<file path="src/hdl/mcf_pkg.sv">
`default_nettype none
package mcf_pkg;

  localparam int SAMPLE_W = 24;
  localparam int ALPHA_W  = 16;
  localparam int FRAC_W   = 16;
  localparam int AVG_W    = SAMPLE_W + FRAC_W;

  localparam logic [ALPHA_W-1:0] ALPHA_RESET = 16'd13107;  // 0.2 in Q0.16

  typedef logic [SAMPLE_W-1:0] sample_t;
  typedef logic [AVG_W-1:0]    avg_t;

endpackage
`default_nettype wire

</file>
<file path="src/hdl/median3_ema_loadcell_filter.sv">
`default_nettype none
// Median-of-three load-cell filter with an exponential moving average. Each transaction carries
// three signed 24-bit samples and a converter ready flag; when the flag is set the median (in
// offset binary) updates a Q24.16 average, the first such transaction loading it directly, and
// every transaction returns the integer part of the average with sensor_ok equal to the flag.
// The block takes one transaction per clock cycle unless out_ready stalls it; a result passes
// the input register, then the result register. The average update, median select plus a 17x25
// and a 16x16 multiply and a 43-bit add, sits between them and closes its loop through avg_r. The
// user writes alpha via cfg_we/cfg_wdata only while the block is idle, unenforced. Reset is 0.2.
module median3_ema_loadcell_filter (
  input  wire                         clk,
  input  wire                         rst_n,
  input  wire                         cfg_we,
  input  wire [mcf_pkg::ALPHA_W-1:0]  cfg_wdata,
  input  wire                         in_valid,
  output logic                        in_ready,
  input  wire signed [mcf_pkg::SAMPLE_W-1:0] in_sample_a,
  input  wire signed [mcf_pkg::SAMPLE_W-1:0] in_sample_b,
  input  wire signed [mcf_pkg::SAMPLE_W-1:0] in_sample_c,
  input  wire                         in_converter_ready,
  output logic                        out_valid,
  input  wire                         out_ready,
  output logic [mcf_pkg::SAMPLE_W-1:0] out_filtered_value,
  output logic                        out_sensor_ok
);

  localparam int SW = mcf_pkg::SAMPLE_W;
  localparam int FW = mcf_pkg::FRAC_W;
  localparam int AW = mcf_pkg::ALPHA_W;
  localparam int VW = mcf_pkg::AVG_W;

  // input stage
  logic                     s1_valid_r, s1_valid_nxt;
  logic [SW-1:0]            s1_a_r, s1_b_r, s1_c_r;
  logic                     s1_rdy_r;
  // result stage
  logic                     out_valid_r, out_valid_nxt;
  mcf_pkg::sample_t         out_value_r, out_value_nxt;
  logic                     out_ok_r, out_ok_nxt;
  // state
  logic [AW-1:0]            alpha_r, alpha_nxt;
  mcf_pkg::avg_t            avg_r, avg_nxt;
  logic                     primed_r, primed_nxt;

  logic                     out_take, s1_move;
  mcf_pkg::sample_t         oa, ob, oc, med;
  logic signed [SW:0]       diff;
  logic signed [SW+AW+1:0]  prod_hi;
  logic [2*AW-1:0]          prod_lo;
  logic [2*AW:0]            prod_lo_rnd;
  logic [AW:0]              corr;
  logic signed [VW+2:0]     upd;
  mcf_pkg::avg_t            avg_upd;

  always_comb begin
    out_take = !out_valid_r || out_ready;
    s1_move  = s1_valid_r && out_take;
    in_ready = !s1_valid_r || out_take;

    // offset binary keeps signed order
    oa = {~s1_a_r[SW-1], s1_a_r[SW-2:0]};
    ob = {~s1_b_r[SW-1], s1_b_r[SW-2:0]};
    oc = {~s1_c_r[SW-1], s1_c_r[SW-2:0]};
    if (oa > ob) begin
      if (ob > oc)      med = ob;
      else if (oa > oc) med = oc;
      else              med = oa;
    end else begin
      if (oa > oc)      med = oa;
      else if (ob > oc) med = oc;
      else              med = ob;
    end

    // avg + floor(alpha*(X - avg) / 2^16), split into integer and fraction parts:
    // alpha*(x - int) - ceil(alpha*frac / 2^16)
    diff        = $signed({1'b0, med}) - $signed({1'b0, avg_r[VW-1:FW]});
    prod_hi     = $signed({1'b0, alpha_r}) * diff;
    prod_lo     = alpha_r * avg_r[FW-1:0];
    prod_lo_rnd = {1'b0, prod_lo} + {{(AW+1){1'b0}}, {FW{1'b1}}};
    corr        = prod_lo_rnd[2*AW:FW];
    upd         = $signed({3'b000, avg_r}) + $signed({prod_hi[SW+AW+1], prod_hi})
                  - $signed({{(VW+2-AW){1'b0}}, corr});
    avg_upd     = upd[VW-1:0];

    alpha_nxt     = cfg_we ? cfg_wdata : alpha_r;
    avg_nxt       = avg_r;
    primed_nxt    = primed_r;
    s1_valid_nxt  = in_ready ? in_valid : s1_valid_r;
    out_valid_nxt = out_take ? s1_valid_r : out_valid_r;
    out_value_nxt = out_value_r;
    out_ok_nxt    = out_ok_r;

    if (s1_move) begin
      if (s1_rdy_r) begin
        primed_nxt = 1'b1;
        avg_nxt    = primed_r ? avg_upd : {med, {FW{1'b0}}};
      end
      out_value_nxt = avg_nxt[VW-1:FW];
      out_ok_nxt    = s1_rdy_r;
    end
  end

  always_ff @(posedge clk) begin
    if (!rst_n) begin
      s1_valid_r  <= 1'b0;
      out_valid_r <= 1'b0;
      alpha_r     <= mcf_pkg::ALPHA_RESET;
      avg_r       <= '0;
      primed_r    <= 1'b0;
    end else begin
      s1_valid_r  <= s1_valid_nxt;
      out_valid_r <= out_valid_nxt;
      alpha_r     <= alpha_nxt;
      avg_r       <= avg_nxt;
      primed_r    <= primed_nxt;
    end
  end

  always_ff @(posedge clk) begin
    if (in_valid && in_ready) begin
      s1_a_r   <= in_sample_a;
      s1_b_r   <= in_sample_b;
      s1_c_r   <= in_sample_c;
      s1_rdy_r <= in_converter_ready;
    end
    out_value_r <= out_value_nxt;
    out_ok_r    <= out_ok_nxt;
  end

  assign out_valid          = out_valid_r;
  assign out_filtered_value = out_value_r;
  assign out_sensor_ok      = out_ok_r;

endmodule
`default_nettype wire

</file>
<file path="config.mk">
export PLATFORM = sky130hd
export DESIGN_NAME = median3_ema_loadcell_filter
export DESIGN_NICKNAME = d
export VERILOG_FILES = /design/src/hdl/mcf_pkg.sv /design/src/hdl/median3_ema_loadcell_filter.sv
export SDC_FILE = /design/constraint.sdc
export NUM_CORES = 2
export LEC_CHECK = 0
export ABC_AREA = 1
export BUFFER_PORTS_ARGS = -buffer_cell sky130_fd_sc_hd__buf_2
export CORE_UTILIZATION = 45
export CTS_BUF_LIST = sky130_fd_sc_hd__clkbuf_2 sky130_fd_sc_hd__clkbuf_4 sky130_fd_sc_hd__clkbuf_8
export DETAILED_ROUTE_END_ITERATION = 7
export SLEW_MARGIN = 40
export SYNTH_ARGS = -nofsm -noshare
export SYNTH_HDL_FRONTEND = slang
export SYNTH_SLANG_ARGS = --single-unit
</file>
<file path="constraint.sdc">
create_clock -name clk -period 10.5 [get_ports clk]
set_input_delay 0.525 -clock clk [delete_from_list [all_inputs] [get_ports clk]]
set_output_delay 0.525 -clock clk [all_outputs]
set_load 0.02 [all_outputs]
</file>
# [After elaboration in Yosys (flattened, before gate mapping)]
# Index checks and enable logic that the tools add are counted.
[totals] reg_bits=157 output_inout_bits=27 in_bits=94
[classes] n_mul=2 n_bitwise=3 muxes=7 n_reduce_logical=7 n_lt_le_gt_ge=3 addsub=4
[ops] cell="$mux 24" n=5
[ops] cell="$mux 40" n=2
[ops] cell="$gt 24x24->1" n=3
[ops] cell="$add 40x40->40" n=1
[ops] cell="$mul 17x25->40" n=1
[ops] cell="$sub 40x18->40" n=1
[ops] cell="$add 32x16->33 const B" n=1
[ops] cell="$mul 16x16->32" n=1
[ops] cell="$sub 24x24->25" n=1
[ops] cell="$not 1->1" n=3
[ops] cell="$logic_and 1x1->1" n=2
[ops] cell="$logic_not 1->1" n=2
[ops] cell="$logic_or 1x1->1" n=2
[ops] cell="$reduce_and 2->1" n=1

# [Logic depth before layout (Yosys ltp)]
[depth] word_depth=11 mapped_depth=60 mapped_depth_nobuf=59

# [Worst setup path before layout]
# No wires, ideal clock.
[synth_path] path_type="register to register" from="register avg_r[8]" to="register out_value_r[4], in the netlist out_filtered_value[4], data pin" period_less_slack_ps=9788 path_slack_ps=712 path_stages_with_launch=43 t_arrival_ps=9523 cell_sequence="dfxtp_1 > clkbuf_1 > clkbuf_1 > nand2_1 > fa_1 > inv_1 > fa_1 > fa_1 > fa_1 > fa_1 > inv_1 > fa_1 > inv_1 > ha_1 > a21o_1 > a31oi_1 > o21ai_0 > a221oi_1 > (+7 left out) > fa_1 > inv_1 > fa_1 > fa_1 > inv_1 > fa_1 > inv_1 > ha_1 > a21oi_1 > o21ai_0 > inv_1 > o21ai_0 > or2_2 > a21oi_1 > or2_2 > nand3_1 > nand3_1 > o21ai_0"
[synth_between] elab_chain_len=5
[synth_rtl] element="start, declared" line="median3_ema_loadcell_filter.sv:42" rtl="mcf_pkg::avg_t avg_r, avg_nxt;"
[synth_rtl] element="start signal, assigned" line="median3_ema_loadcell_filter.sv:114" rtl="avg_r <= avg_nxt;"
[synth_rtl] element="$mul 16x16->32" line="median3_ema_loadcell_filter.sv:78" rtl="prod_lo = alpha_r * avg_r[FW-1:0];"
[synth_rtl] element="$add 32x16->33" line="median3_ema_loadcell_filter.sv:79" rtl="prod_lo_rnd = {1'b0, prod_lo} + {{(AW+1){1'b0}}, {FW{1'b1}}};"
[synth_rtl] element="$sub 40x18->40 *" line="median3_ema_loadcell_filter.sv:82" rtl="- $signed({{(VW+2-AW){1'b0}}, corr});"
[synth_rtl] element="$mux 40 *" line="median3_ema_loadcell_filter.sv:96" rtl="avg_nxt = primed_r ? avg_upd : {med, {FW{1'b0}}};"
[synth_rtl] element="$mux 40 *" line="median3_ema_loadcell_filter.sv:94" rtl="if (s1_rdy_r) begin"
[synth_rtl] element="end signal, assigned" line="median3_ema_loadcell_filter.sv:126" rtl="out_value_r <= out_value_nxt;"
[synth_rtl] element="end, declared" line="median3_ema_loadcell_filter.sv:38" rtl="mcf_pkg::sample_t out_value_r, out_value_nxt;"
# Mark *: on every way between the ends. The rest lies on a longest branch, timed or not.
# A chain may end at the register's enable or synchronous reset.

# [Final worst setup path]
[layout_path] from="register avg_r[10]" to="register out_value_r[14], in the netlist out_filtered_value[14], data pin"
# The elaborated chain is that of the path after synthesis.

==> flow_metrics.tcl <==
set metrics [dict create \
    regArea_sq_um 4200 \
    ys.flop_type "edfxtp_1" \
    r2r-start "avg_r[10]" \
    n_fill_cell 7687 \
    drt-initial-drc-count 2424 \
    grt_overflow 0 \
    finalClockSkew_ns 0.0256 \
    synth_edf_count 98 \
    pre_cts_slack_ns -0.0929 \
    rsz0062_at_grt "true" \
    dieHeight_microns 283 \
    cap_viol_max_count 0 \
    die_w_microns 283 \
    grt_pass1_vias 30674 \
    synth_area_per_cell_sq_um 7.74 \
    synth-seq-cells 157 \
    fin_nets 5928 \
    yosys.area.top_type_share_pct 37.0 \
    drc 0 \
    synth_most_common_cell "inv_1" \
    routed-via-count 30313 \
    critical_path_class "reg2reg" \
    endpoint_kind "flop" \
    via_per_inst 5.10 \
    synth_cell_types 60 \
    hpwl_microns 97100 \
    finalCritPeriodShare_pct 97.0 \
    critical_path.slowest_cell "fa_1" \
    wire_per_inst_microns 19.4 \
    hp-class "in2reg" \
    htreeDepth 4 \
    min-delay-start "in_sample_b[10]" \
    cts_tree "built" \
    grt_antenna_before_repair 1 \
    worstMarginPinSlew_ns 0.800 \
    seq_area_frac_synth_pct 11.6 \
    netlist_area_sq_um 35600 \
    finalSetupViolCount 0 \
    crit_top_cell "fa_1" \
    synth_commonest_cells "inv_1, nand2_1, fa_1, ha_1, nor2_1" \
    grt_pass1_wl_microns 181000 \
    multi_input_area_sq_um 26600 \
    core_sq_um 77800 \
    dr.pass1.iters 6 \
    hold_viol_final 0 \
    area_growth_pct 13.8 \
    synthesis.nets 5626 \
    fmax_ghz 0.0982 \
    yosysTopAreaCell "fa_1" \
    cts.path.max_buffers 2 \
    critPathBufInv 9 \
    finalCriticalPeriod_ns 10.18 \
    port_buffers 120 \
    ctsHoldBuffers 0 \
    gp_congestion 1.01 \
    netlist_top_cells_area "fa_1, inv_1, nand2_1, ha_1, edfxtp_1" \
    start_kind "flop" \
    cp-startpoint "avg_r[10]" \
    critPathArrivalTime_ns 10.46 \
    placed_cells 5901 \
    cpPeakStageDelay_ns 0.59 \
    grt_max_degree 74 \
    utilization_pct 52.0 \
    start_util_pct 45.7 \
    synthCells 4592 \
    fin_cells 5948 \
    grt_usage_pct 29.5 \
    worst_skew_pair.late_latency_ns 0.56 \
    async_flop_share_pct 0 \
    cts_buffers 17 \
    slew_viol_final 0 \
    layout-drive-gt1-share_pct 14.0 \
    clock-sinks 157 \
    critical_path.top_delay_family "adder cells" \
    status "complete, no violations" \
    cts_root_buf "clkbuf_8" \
    crit_required_ns 10.78 \
    row_count 102 \
    setup_ws_ns 0.318 \
    dieArea_sq_um 80200 \
    ys_warn_count 0 \
    clk_pin_slew_ns 0.12 \
    io_pins 121 \
    antenna_left 0 \
    crit_fanout 9 \
    slew_headroom_pct 46.7 \
    wirelength_microns 115000 \
]
-- final timing paths --
check                           slack, ns  depth (start not counted)                endpoint
worst max-delay path                 0.32                         41  out_filtered_value[14]
worst min-delay path                 0.13                          1              s1_b_r[10]
worst max register to register       0.32                         41  out_filtered_value[14]
worst min register to register       0.47                          2               avg_r[20]
-- final cells by class --
class,instances,share of cell area [%]
multi-input combinational,3020,65.7
inverter,1251,11.6
sequential,157,10.4
timing repair buffer,447,8.09
tap,1040,3.22
clock buffer,17,0.578
clock inverter,15,0.414
antenna,1,0.00618
-- flip-flops by register name (all words and copies together), names as in the netlist --
name,count
alpha_r,16
avg_r,40
out_filtered_value,24
out_sensor_ok,1
out_valid,1
primed_r,1
s1_a_r,24
s1_b_r,24
s1_c_r,24
s1_rdy_r,1
s1_valid_r,1
-- kinds of logic after synthesis --
family,share of synthesized area (%)
xor+xnor,0.883
buf+inv,15.2
compound gates,6.13
simple gates,19.3
fa+ha+maj,46.9
flops,11.6
-- per-stage QoR --
step                TNS [ns]  instance area [sq um]  hold WS, ns
detailed placement    -0.181                  39300        0.456
finish                     0                  40500        0.133
global route          -0.229                  40500        0.103
global placement    -0.00840                  39300        0.452
floorplan                  0                  35600        0.445
CTS                  -0.0158                  39700        0.101
-- cell usage in the layout (no fill, tap or decap), types with 8 or more instances in the layout --
cell type | netlist | final
buf_12 | 0 | 14
a21oi_1 | 191 | 173
nand2_1 | 1034 | 1019
inv_1 | 1230 | 1222
clkinv_1 | 9 | 9
or2_2 | 27 | 26
nand3_2 | 5 | 10
dfxtp_4 | 0 | 16
buf_6 | 2 | 12
nand4_1 | 40 | 40
nand2_2 | 12 | 26
a31oi_1 | 12 | 10
xor2_1 | 18 | 18
nand3_1 | 222 | 215
edfxtp_1 | 98 | 98
fa_1 | 657 | 647
a21o_1 | 8 | 8
o21bai_1 | 16 | 16
xnor2_1 | 16 | 16
ha_1 | 283 | 274
a21oi_2 | 5 | 23
fa_2 | 0 | 10
dfxtp_1 | 59 | 34
nor2_2 | 2 | 14
o21ai_1 | 21 | 30
clkbuf_8 | 0 | 17
o21ai_0 | 112 | 100
buf_2 | 23 | 120
buf_4 | 8 | 301
o21a_1 | 10 | 10
nor2_1 | 268 | 253
dfxtp_2 | 0 | 9
inv_2 | 10 | 18
-- routing by layer --
layer | global-route usage [%] | vias to the layer above | share of wire (%)
li1 | - | 14194 | -
met1 | 41.2 | 14997 | 44
met2 | 48.2 | 989 | 47
met3 | 3.54 | 133 | 6.2
met4 | 8.74 | 0 | 3.1
met5 | 0 | - | 0
-- worst reg2reg max path: cells and delay by family, from the launching register on --
family | cells | cell delay (ns)
fa+ha+maj | 14 | 6.13
buf+inv | 9 | 0.63
flops | 1 | 0.49
compound gates | 9 | 1.50
xor+xnor | 1 | 0.16
simple gates | 8 | 0.97
-- timing repair --
action	4_1_cts	5_1_grt
endpoints found under the setup margin	14	49
resized for setup	12	171
buffers inserted	0	13
cloned	0	2
pin swaps	0	32
Power is left out: the tool's default activity adds up to more than one toggle a clock period on the data nets, which glitch-free logic cannot reach.
